File: src/rtl/sacm_pkg.sv
// shared types and constants for the saturating audio channel mixer
package sacm_pkg;

    localparam int SAMPLE_W     = 8;
    localparam int MAX_CHANNELS = 8;
    localparam int CHAN_SEL_W   = 3;
    localparam int START_LEN_W  = 24;
    localparam int BYTES_W      = SAMPLE_W * MAX_CHANNELS;
    localparam int IN_TDATA_W   = 104;
    localparam int OUT_TDATA_W  = 16;
    localparam int CONTRIB_W    = SAMPLE_W + 1;

    // sample bias and saturation ceiling
    localparam int SAMPLE_BIAS = 128;
    localparam int SAMPLE_MAX  = 255;

    typedef enum logic
    {
        OP_MIX   = 1'b0,
        OP_START = 1'b1
    } sacm_op_t;

    // per-item control broadcast to every lane
    typedef struct packed
    {
        logic                  mix;
        logic                  start;
        logic [CHAN_SEL_W-1:0] channel;
    } sacm_lane_ctrl_t;

endpackage

File: src/rtl/sacm_lane.sv
// one effect channel: length counter, active flag and unbiased contribution
module sacm_lane
#(
    parameter int LANE_IDX    = 0,
    parameter int LENGTH_BITS = 24
)
(
    input  logic                     clk,
    input  logic                     rst_n,
    input  sacm_pkg::sacm_lane_ctrl_t ctrl,
    input  logic [7:0]               lane_byte,
    input  logic [LENGTH_BITS-1:0]   start_len,
    output logic                     take,
    output logic signed [8:0]        contrib
);
    import sacm_pkg::*;

    logic [LENGTH_BITS-1:0] remaining_reg;
    logic [LENGTH_BITS-1:0] remaining_next;
    logic                   active_reg;
    logic                   active_next;
    logic                   hit;

    assign hit  = ctrl.start && (ctrl.channel == CHAN_SEL_W'(LANE_IDX));
    assign take = active_reg && (remaining_reg != '0);

    always_comb
    begin
        if (take)
        begin
            contrib = $signed({1'b0, lane_byte}) - CONTRIB_W'(SAMPLE_BIAS);
        end
        else
        begin
            contrib = '0;
        end
    end

    always_comb
    begin
        remaining_next = remaining_reg;
        active_next    = active_reg;
        if (hit)
        begin
            remaining_next = start_len;
            active_next    = 1'b1;
        end
        else if (ctrl.mix && active_reg)
        begin
            if (take)
            begin
                remaining_next = remaining_reg - LENGTH_BITS'(1);
            end
            else
            begin
                // exhausted channel goes idle one sample after its last byte
                active_next = 1'b0;
            end
        end
    end

    always_ff @(posedge clk or negedge rst_n)
    begin
        if (!rst_n)
        begin
            remaining_reg <= '0;
            active_reg    <= 1'b0;
        end
        else
        begin
            remaining_reg <= remaining_next;
            active_reg    <= active_next;
        end
    end

endmodule

File: src/rtl/sacm_merge.sv
// adds lane contributions to the music sample, clamps, and buffers the result
module sacm_merge
#(
    parameter int CHANNELS = 8
)
(
    input  logic                     clk,
    input  logic                     rst_n,
    input  logic                     push,
    input  logic [7:0]               music,
    input  logic signed [8:0]        contrib [CHANNELS],
    input  logic [CHANNELS-1:0]      take_mask,
    output logic                     in_ready,
    output logic                     out_valid,
    input  logic                     out_ready,
    output logic [15:0]              out_data
);
    import sacm_pkg::*;

    localparam int SUM_W = CONTRIB_W + $clog2(CHANNELS + 1) + 1;

    logic signed [SUM_W-1:0] sum;
    logic [7:0]              mixed;
    logic [15:0]             new_data;
    logic                    pop;

    logic                    out_valid_reg;
    logic [15:0]             out_data_reg;
    logic                    skid_valid_reg;
    logic [15:0]             skid_data_reg;

    always_comb
    begin
        sum = SUM_W'($signed({1'b0, music})) - SUM_W'(SAMPLE_BIAS);
        for (int k = 0; k < CHANNELS; k++)
        begin
            sum = sum + SUM_W'(contrib[k]);
        end
        sum = sum + SUM_W'(SAMPLE_BIAS);
    end

    always_comb
    begin
        if (sum < 0)
        begin
            mixed = 8'h00;
        end
        else if (sum > SUM_W'(SAMPLE_MAX))
        begin
            mixed = 8'(SAMPLE_MAX);
        end
        else
        begin
            mixed = sum[7:0];
        end
    end

    assign new_data  = {8'(take_mask), mixed};
    assign pop       = out_valid_reg && out_ready;
    assign in_ready  = !skid_valid_reg;
    assign out_valid = out_valid_reg;
    assign out_data  = out_data_reg;

    always_ff @(posedge clk or negedge rst_n)
    begin
        if (!rst_n)
        begin
            out_valid_reg  <= 1'b0;
            skid_valid_reg <= 1'b0;
        end
        else if (!out_valid_reg || pop)
        begin
            if (skid_valid_reg)
            begin
                out_valid_reg  <= 1'b1;
                skid_valid_reg <= 1'b0;
            end
            else
            begin
                out_valid_reg <= push;
            end
        end
        else if (push)
        begin
            skid_valid_reg <= 1'b1;
        end
    end

    always_ff @(posedge clk)
    begin
        if (!out_valid_reg || pop)
        begin
            out_data_reg <= skid_valid_reg ? skid_data_reg : new_data;
        end
        else if (push)
        begin
            skid_data_reg <= new_data;
        end
    end

endmodule

File: src/rtl/saturating_audio_channel_mixer_unit.sv
// top level of the saturating audio channel mixer
// an accepted mix item's result is registered onto the master side, or into the skid buffer if a result is stalled
// throughput: one item per cycle while tready is high; start items occupy a slot but give no result
// the output register plus a one-item skid buffer keep the slave side open
// while a result waits, so tready drops only when both hold an item
// reset (rst_n low, asynchronous): all channels idle, counts zero, buffers empty
module saturating_audio_channel_mixer_unit
#(
    parameter int CHANNELS    = 8,
    parameter int LENGTH_BITS = 24
)
(
    input  logic         clk,
    input  logic         rst_n,
    input  logic         s_axis_tvalid,
    output logic         s_axis_tready,
    // music_sample [7:0], channel_bytes [71:8], start_channel [74:72],
    // start_length [98:75], zero fill [103:99]
    input  logic [103:0] s_axis_tdata,
    // opcode: 0 mixes one sample, 1 starts a channel
    input  logic         s_axis_tuser,
    output logic         m_axis_tvalid,
    input  logic         m_axis_tready,
    // mixed_sample [7:0], consumed_mask [15:8]
    output logic [15:0]  m_axis_tdata
);
    import sacm_pkg::*;

    logic                    accept;
    sacm_op_t                opcode;
    logic [7:0]              music_sample;
    logic [BYTES_W-1:0]      channel_bytes;
    logic [CHAN_SEL_W-1:0]   start_channel;
    logic [START_LEN_W-1:0]  start_length;
    logic [LENGTH_BITS-1:0]  len_sat;
    sacm_lane_ctrl_t         lane_ctrl;
    logic signed [8:0]       contrib [CHANNELS];
    logic [CHANNELS-1:0]     take_mask;

    // unpack the incoming item
    assign opcode        = sacm_op_t'(s_axis_tuser);
    assign music_sample  = s_axis_tdata[7:0];
    assign channel_bytes = s_axis_tdata[71:8];
    assign start_channel = s_axis_tdata[74:72];
    assign start_length  = s_axis_tdata[98:75];

    assign accept = s_axis_tvalid && s_axis_tready;

    // a length wider than the counter clamps to the counter's full scale
    always_comb
    begin
        if (LENGTH_BITS >= START_LEN_W)
        begin
            len_sat = LENGTH_BITS'(start_length);
        end
        else if ((start_length >> LENGTH_BITS) != '0)
        begin
            len_sat = '1;
        end
        else
        begin
            len_sat = LENGTH_BITS'(start_length);
        end
    end

    // one control word shared by all lanes; out-of-range channels match no lane
    assign lane_ctrl.mix     = accept && (opcode == OP_MIX);
    assign lane_ctrl.start   = accept && (opcode == OP_START);
    assign lane_ctrl.channel = start_channel;

    // one lane per effect channel, all evaluated in the same cycle
    for (genvar g = 0; g < CHANNELS; g++)
    begin : g_lane
        sacm_lane
        #(
            .LANE_IDX    (g),
            .LENGTH_BITS (LENGTH_BITS)
        )
        u_lane
        (
            .clk       (clk),
            .rst_n     (rst_n),
            .ctrl      (lane_ctrl),
            .lane_byte (channel_bytes[8*g +: 8]),
            .start_len (len_sat),
            .take      (take_mask[g]),
            .contrib   (contrib[g])
        );
    end

    // sum, clamp and output buffering
    sacm_merge
    #(
        .CHANNELS (CHANNELS)
    )
    u_merge
    (
        .clk       (clk),
        .rst_n     (rst_n),
        .push      (lane_ctrl.mix),
        .music     (music_sample),
        .contrib   (contrib),
        .take_mask (take_mask),
        .in_ready  (s_axis_tready),
        .out_valid (m_axis_tvalid),
        .out_ready (m_axis_tready),
        .out_data  (m_axis_tdata)
    );

endmodule

File: config.mk
export PLATFORM = sky130hd
export DESIGN_NAME = saturating_audio_channel_mixer_unit
export DESIGN_NICKNAME = d
export VERILOG_FILES = /design/src/rtl/sacm_pkg.sv /design/src/rtl/sacm_lane.sv /design/src/rtl/sacm_merge.sv /design/src/rtl/saturating_audio_channel_mixer_unit.sv
export SDC_FILE = /design/constraint.sdc
export NUM_CORES = 1
export LEC_CHECK = 0
export ABC_AREA = 1
export BUFFER_PORTS_ARGS = -buffer_cell sky130_fd_sc_hd__buf_2
export CAP_MARGIN = 10
export CORE_UTILIZATION = 50
export DETAILED_ROUTE_END_ITERATION = 16
export MAX_ROUTING_LAYER = met4
export PLACE_DENSITY = 0.7
export SLEW_MARGIN = 5
export SYNTH_ARGS = -nofsm -noshare
export SYNTH_HDL_FRONTEND = slang
export SYNTH_SLANG_ARGS = --single-unit
File: constraint.sdc
create_clock -name clk -period 6.9 [get_ports clk]
set_input_delay 0.345 -clock clk [delete_from_list [all_inputs] [get_ports clk]]
set_output_delay 0.345 -clock clk [all_outputs]
set_load 0.01 [all_outputs]
After elaboration in Yosys (flattened, before gate mapping). Index checks and enable logic that the tools add are counted.

Flip-flop bits (word level): 234. Bits in latches: 0. Bits in writable memories: 0. Bits in read-only memories: 0. Input port bits: 109. Output and inout bits: 18. Logic and storage cells: 201. Memories: 0.

Add/subtract/negate cells: 26. Multipliers: 0. Div/mod/pow operators: 0. $lt $le $gt $ge: 2. Equal/unequal tests: 15. Shifts and indexed selects: 0. Muxes and demuxes: 62. Bitwise operators: 2. Reduce and logical (&&, ||, !) cells: 74.

Operators with widths (number): two-way mux 24 bit (24); nonzero test 24 bit (8); subtractor 24 x 1 -> 24 bit (second input constant) (8); adder 14 x 9 -> 14 bit (7); subtractor 8 x 8 -> 9 bit (second input constant) (9); two-way mux 9 bit (8); AND reduction 2 bit (17); nonzero test 2 bit (17); logical AND 1 bit (28); two-way mux 1 bit (27); two-way mux 16 bit (1); two-way mux 8 bit (2); inequality test 2 bit (second input constant) (8); adder 14 x 9 -> 14 bit (second input constant) (1); greater-than comparator 14 x 9 -> 1 bit (second input constant) (1); less-than comparator 14 x 1 -> 1 bit (second input constant) (1); equality test 3 bit (second input constant) (4); adder 9 x 9 -> 10 bit (1); equality test 3 x 2 -> 1 bit (second input constant) (2); equality test 3 x 1 -> 1 bit (second input constant) (1); logical NOT 3 bit (1); logical NOT 1 bit (2); NOT 1 bit (2); logical OR 1 bit (1).

Logic depth before layout (Yosys ltp).
Depth in word-level cells: 16. Depth in mapped cells: 37.

By module. A second synthesis with hierarchy kept.

Cell total of the unflattened synthesis: 3136. Area total of the unflattened synthesis: 20460.9 sq um.

By module, submodules not included: sacm_merge (instances 1, cells an instance 505, area each 4461.8 sq um, seq. area each 1011.0 sq um); sacm_lane (g_lane[5].u_lane ...) (instances 2, cells an instance 329, area each 2008.2 sq um, seq. area each 625.6 sq um); sacm_lane (g_lane[1].u_lane ...) (instances 2, cells an instance 328, area each 1993.2 sq um, seq. area each 625.6 sq um); sacm_lane (g_lane[4].u_lane) (instances 1, cells an instance 328, area each 2003.2 sq um, seq. area each 625.6 sq um); sacm_lane (g_lane[7].u_lane) (instances 1, cells an instance 327, area each 2000.7 sq um, seq. area each 625.6 sq um); sacm_lane (g_lane[3].u_lane) (instances 1, cells an instance 329, area each 1995.7 sq um, seq. area each 625.6 sq um); sacm_lane (g_lane[0].u_lane) (instances 1, cells an instance 329, area each 1981.9 sq um, seq. area each 625.6 sq um); saturating_audio_channel_mixer_unit (instances 1, cells an instance 4, area each 15.0 sq um, seq. area each 0.0 sq um).

Worst setup path after synthesis. OpenSTA, ideal clock, no wires.

Path type: register -> register. Start: reg g_lane[0].u_lane.remaining_reg[0]. End: reg u_merge.out_data_reg[0], in the netlist u_merge.out_data[0], data pin. Setup time: 253 ps. Arrival: 6106 ps. Slack: 540 ps. Stages on the path, launching flop included: 35. Clock period less this slack: 6360 ps. Cells stage by stage: dfrtp_1 -> inv_1 -> ha_1 -> nand3_1 -> nor2_1 -> nand3_1 -> nand2_1 -> clkbuf_1 -> nor2_1 -> ha_1 -> fa_1 -> nand3_1 -> nand2_1 -> nand2_1 -> nand2_1 -> a21oi_1 -> xor2_1 -> inv_1 -> fa_1 -> inv_1 -> fa_1 -> fa_1 -> inv_1 -> fa_1 -> ha_1 -> a21oi_1 -> nor2_1 -> nor2_1 -> nand2_1 -> nand2_1 -> nand2_1 -> nor2_1 -> nand3_1 -> nand3_1 -> nand2_1.

Word-level cells in the longest chain between the ends: 16.

RTL lines: start: declaration (RTL line sacm_lane.sv:18) `logic [LENGTH_BITS-1:0] remaining_reg;`; start signal: assignment (RTL line sacm_lane.sv:71) `remaining_reg <= remaining_next;`; nonzero test 24 bit * (RTL line sacm_lane.sv:25) `assign take = active_reg && (remaining_reg != '0);`; logical AND 1 bit * (RTL line sacm_lane.sv:25); two-way mux 9 bit * (RTL line sacm_lane.sv:29) `if (take)`; adder 9 x 9 -> 10 bit * (RTL line sacm_merge.sv:37) `sum = sum + SUM_W'(contrib[k]);`; adder 14 x 9 -> 14 bit * (7 in series) (RTL line sacm_merge.sv:37); adder 14 x 9 -> 14 bit * (RTL line sacm_merge.sv:39) `sum = sum + SUM_W'(SAMPLE_BIAS);`; greater-than comparator 14 x 9 -> 1 bit (RTL line sacm_merge.sv:48) `else if (sum > SUM_W'(SAMPLE_MAX))`; two-way mux 8 bit (RTL line sacm_merge.sv:48); two-way mux 8 bit * (RTL line sacm_merge.sv:44) `if (sum < 0)`; two-way mux 16 bit * (RTL line sacm_merge.sv:93) `out_data_reg <= skid_valid_reg ? skid_data_reg : new_data;`; end signal: assignment (RTL line sacm_merge.sv:93); end: declaration (RTL line sacm_merge.sv:28) `logic [15:0] out_data_reg;`.

Mark *: on every way between the ends. The rest lies on a longest branch, timed or not. A chain may end at the register's enable or synchronous reset.

Final worst setup path.
Start: reg g_lane[0].u_lane.remaining_reg[17]. End: reg u_merge.out_data_reg[6], in the netlist u_merge.out_data[6], data pin.

Same word-level chain as after synthesis.

==> impl_metrics.py <==
metrics = {
    "run_status": {
        "status": "complete, no violations",
    },
    "global_route": {
        "grt_use_total_pct": 28.75,
        "grt_max_degree": 73,
        "grt_overflow": 0,
        "grt_pass1_wl_um": 79240,
        "antenna_found_initial": 0,
        "grt_pass1_vias": 15160,
    },
    "yosys": {
        "async_flop_share_pct": 86.32,
        "synth.avg_cell_area_um2": 7.215,
        "synth_edf_count": 32,
        "synthTopCellsByCount": "nand2_1, nor2_1, inv_1",
        "yosysWarnings": 0,
        "synthesis.instances": 2415,
        "ys_ff_latch": 234,
        "yosysMostFrequentCell": "nand2_1",
        "yosysSeqAreaShare_pct": 34.53,
        "synth_top_area_share_pct": 29.01,
        "yosysUniqueCellTypes": 43,
        "netlist_top_cells_area": "dfrtp_1, nand2_1, nor2_1, inv_1, fa_1",
        "yosysTopAreaCell": "dfrtp_1",
        "syn_nets": 2626,
        "ys.flop_type": "dfrtp_1",
        "synth_area_mm2": 0.01742,
    },
    "cts": {
        "numCtsBuffers": 29,
        "cts_root_buf": "clkbuf_16",
        "path_clk_slew_ns": 0.06,
        "cts_sinks": 234,
        "ctsHtreeMaxLevel": 1,
        "clockBufferDepth": 3,
        "clk-insertion-delay-late_ns": 0.56,
        "cts_tree": "built",
    },
    "hold_path": {
        "min_path_type": "input port to flop",
        "whs_endpoint": "g_lane[5].u_lane.remaining_reg[17]$_DFFE_PN0P_",
        "hold_start": "s_axis_tdata[92]",
        "holdPathStages": 3,
    },
    "worst_setup_path": {
        "r2r_cells": 33,
        "critPathCaptureType": "flop",
        "r2r_start": "g_lane[0].u_lane.remaining_reg[17]$_DFFE_PN0P_",
        "slowest_stage": "fa_1",
        "cp_max_fo": 8,
        "max_stage_delay_ns": 0.54,
        "cp-start-kind": "flop",
        "r2r_slack_ns": 0.40,
        "worstPathRequired_ns": 7.21,
        "critPathKind": "flop to flop",
        "crit_arrival_ns": 6.81,
        "r2r_end": "u_merge.out_data[6]$_DFFE_PN_",
        "crit_path_frequent_cell": "nand2_1",
    },
    "layout": {
        "final_area_mm2": 0.01961,
        "fin_nets": 2733,
        "post-route-util_pct": 57.91,
        "ff_latch_area_mm2": 0.006016,
        "instances_no_fill": 2993,
        "area_growth_pct": 12.57,
        "n_fill_cell": 3249,
        "drive_gt1_share_pct": 9.980,
        "multi_input_area_mm2": 0.009881,
        "largest_reg_flops": 192,
        "antenna_cells": 0,
    },
    "sta": {
        "slew_viol_final": 0,
        "hold_violations": 0,
        "timing.final.crit_share_pct": 94.18,
        "tightest_slew_ns": 0.9702,
        "setup_viol": 0,
        "skew_ns": 0.01486,
        "slew-limit-headroom_pct": 35.25,
        "period_minus_slack_ns": 6.498,
        "fmax_mhz": 153.9,
    },
    "pwr": {
        "switchingPower_mw": 4.509,
        "power_frac_seq_pct": 26.5,
        "p_sw_share_pct": 46.22,
        "powerDensity_mw_per_mm2": 497.4,
        "p_clk_share_pct": 17.6,
        "internal-power_mw": 5.246,
        "comb_power_share_pct": 55.9,
        "p_leak_nw": 9.638,
        "ir_drop_mv": 0.4136,
    },
    "floorplan": {
        "initial_core_util_pct": 51.45,
        "core-area_mm2": 0.03387,
        "dieArea_mm2": 0.03560,
        "die_w_um": 188.7,
        "rows": 67,
        "pin_count": 127,
        "chipHeight_um": 188.7,
    },
    "drt": {
        "vias": 16090,
        "wl_per_cell_um": 16.50,
        "detail-route-antenna-nets": 0,
        "route.detailed.drc": 0,
        "dr.pass1.iters": 9,
        "wl_um": 49380,
        "viasPerCell": 5.375,
        "drt_iter0_markers": 1329,
    },
    "run": {
        "cap_violations": 0,
    },
    "place": {
        "routabilityCongestion": 0.9790,
        "place.port_buffers": 121,
        "dp.cells": 2935,
        "postPlaceCellArea_mm2": 0.01843,
        "hpwlAfterDp_um": 35030,
    },
}
## worst max path at each step
stage | endpoint | startpoint | cells after the start | slack, ns
2_1_floorplan | u_merge.out_data[0]$_DFFE_PN_ | g_lane[0].u_lane.remaining_reg[0]$_DFFE_PN0P_ | 34 | 0.54
3_3_place_gp | u_merge.out_data[0]$_DFFE_PN_ | g_lane[0].u_lane.remaining_reg[16]$_DFFE_PN0P_ | 30 | 0.11
3_5_place_dp | u_merge.out_data[6]$_DFFE_PN_ | g_lane[0].u_lane.remaining_reg[16]$_DFFE_PN0P_ | 30 | 0.01
4_1_cts | u_merge.out_data[6]$_DFFE_PN_ | g_lane[0].u_lane.remaining_reg[16]$_DFFE_PN0P_ | 30 | 0.07
5_1_grt | u_merge.out_data[2]$_DFFE_PN_ | g_lane[0].u_lane.remaining_reg[17]$_DFFE_PN0P_ | 33 | -0.02
6_report | u_merge.out_data[6]$_DFFE_PN_ | g_lane[0].u_lane.remaining_reg[17]$_DFFE_PN0P_ | 33 | 0.40
## layout by cell type (no fill, tap or decap), types with 9 or more instances in the layout
cell type	synthesis	final
o221ai_1	24	24
inv_1	331	330
o21ai_0	56	55
nor2_1	338	331
xnor2_1	51	51
edfxtp_1	32	32
nand4_1	30	30
buf_2	28	120
xor2_1	103	103
fa_1	62	61
dfrtp_1	202	202
nor3_1	23	23
nand3_1	192	190
buf_4	7	21
nand2_1	693	690
o21ai_1	10	10
inv_2	11	12
clkbuf_16	0	29
a21oi_1	31	28
ha_1	40	39
o211ai_1	58	58
nor4_1	10	9
nor2_2	9	16
## routing by layer
| metal | global-route usage [%] | vias up | share of wire (%) |
|---|---|---|---|
| met4 | 10.48 | 0 | 3.9 |
| met3 | 2.850 | 119 | 6.0 |
| met5 | - | - | 0 |
| met2 | 44.46 | 520 | 45 |
| li1 | - | 7819 | - |
| met1 | 39.23 | 7628 | 45 |
## per-stage QoR
stage | total power [mW] | setup WS (ns) | setup TNS [ns] | hold slack (ns)
after floorplan | 6.648 | 0.5403 | 0 | 0.04941
after global placement | 7.690 | 0.1057 | 0 | 0.3637
after detailed placement | 7.819 | 0.01328 | 0 | 0.3624
after CTS | 9.574 | 0.07126 | 0 | 0.1213
after global routing | 10.77 | -0.01649 | -0.01649 | 0.1272
final | 9.755 | 0.4018 | 0 | 0.1385
## cell families (layout without fill, tap and decap cells)
family	after synthesis	in the layout	share of synthesized area [%]
AOI/OAI and AO/OA	191	191	7.016
and+or+nand+nor	1322	1323	31.43
buffers and inverters	412	541	9.292
adders and majority gates	102	102	9.996
xor gates and xnor gates	154	154	7.741
DFF	234	234	34.53
## power groups by stage
stage          sequential (mW)  clock, mW  combinational (mW)
3_3_place_gp              2.57          0                5.12
3_5_place_dp              2.58          0                5.24
5_1_grt                   2.65       1.79                6.33
6_report                  2.59       1.72                5.45
2_1_floorplan             2.48          0                4.17
4_1_cts                   2.57       1.74                5.27
## timing repair
action / 4_1_cts / 5_1_grt
setup endpoints to repair: 8 / 16
cloned: 0 / 1
pin swaps: 0 / 5
gates resized for setup: 1 / 21
hold endpoints to repair: 61 / 0
setup buffers: 0 / 2
hold buffers: 1 / 0
## layout make-up
cell class                 count  area share [%]
inverter                     344           6.596
tap                          448           2.858
multi-input combinational   1770           50.38
timing repair buffer         143           3.987
clock inverter                17           1.403
clock buffer                  37           4.108
sequential                   234           30.67
## worst max-delay path, delay by kind of cell, from the launching register on
family	cells	cell delay, ns
and+or+nand+nor	19	2.05
DFF	1	0.42
adders and majority gates	6	2.64
AOI/OAI and AO/OA	4	0.75
buffers and inverters	4	0.38
Note: power is estimated with default switching activity, not from simulation.
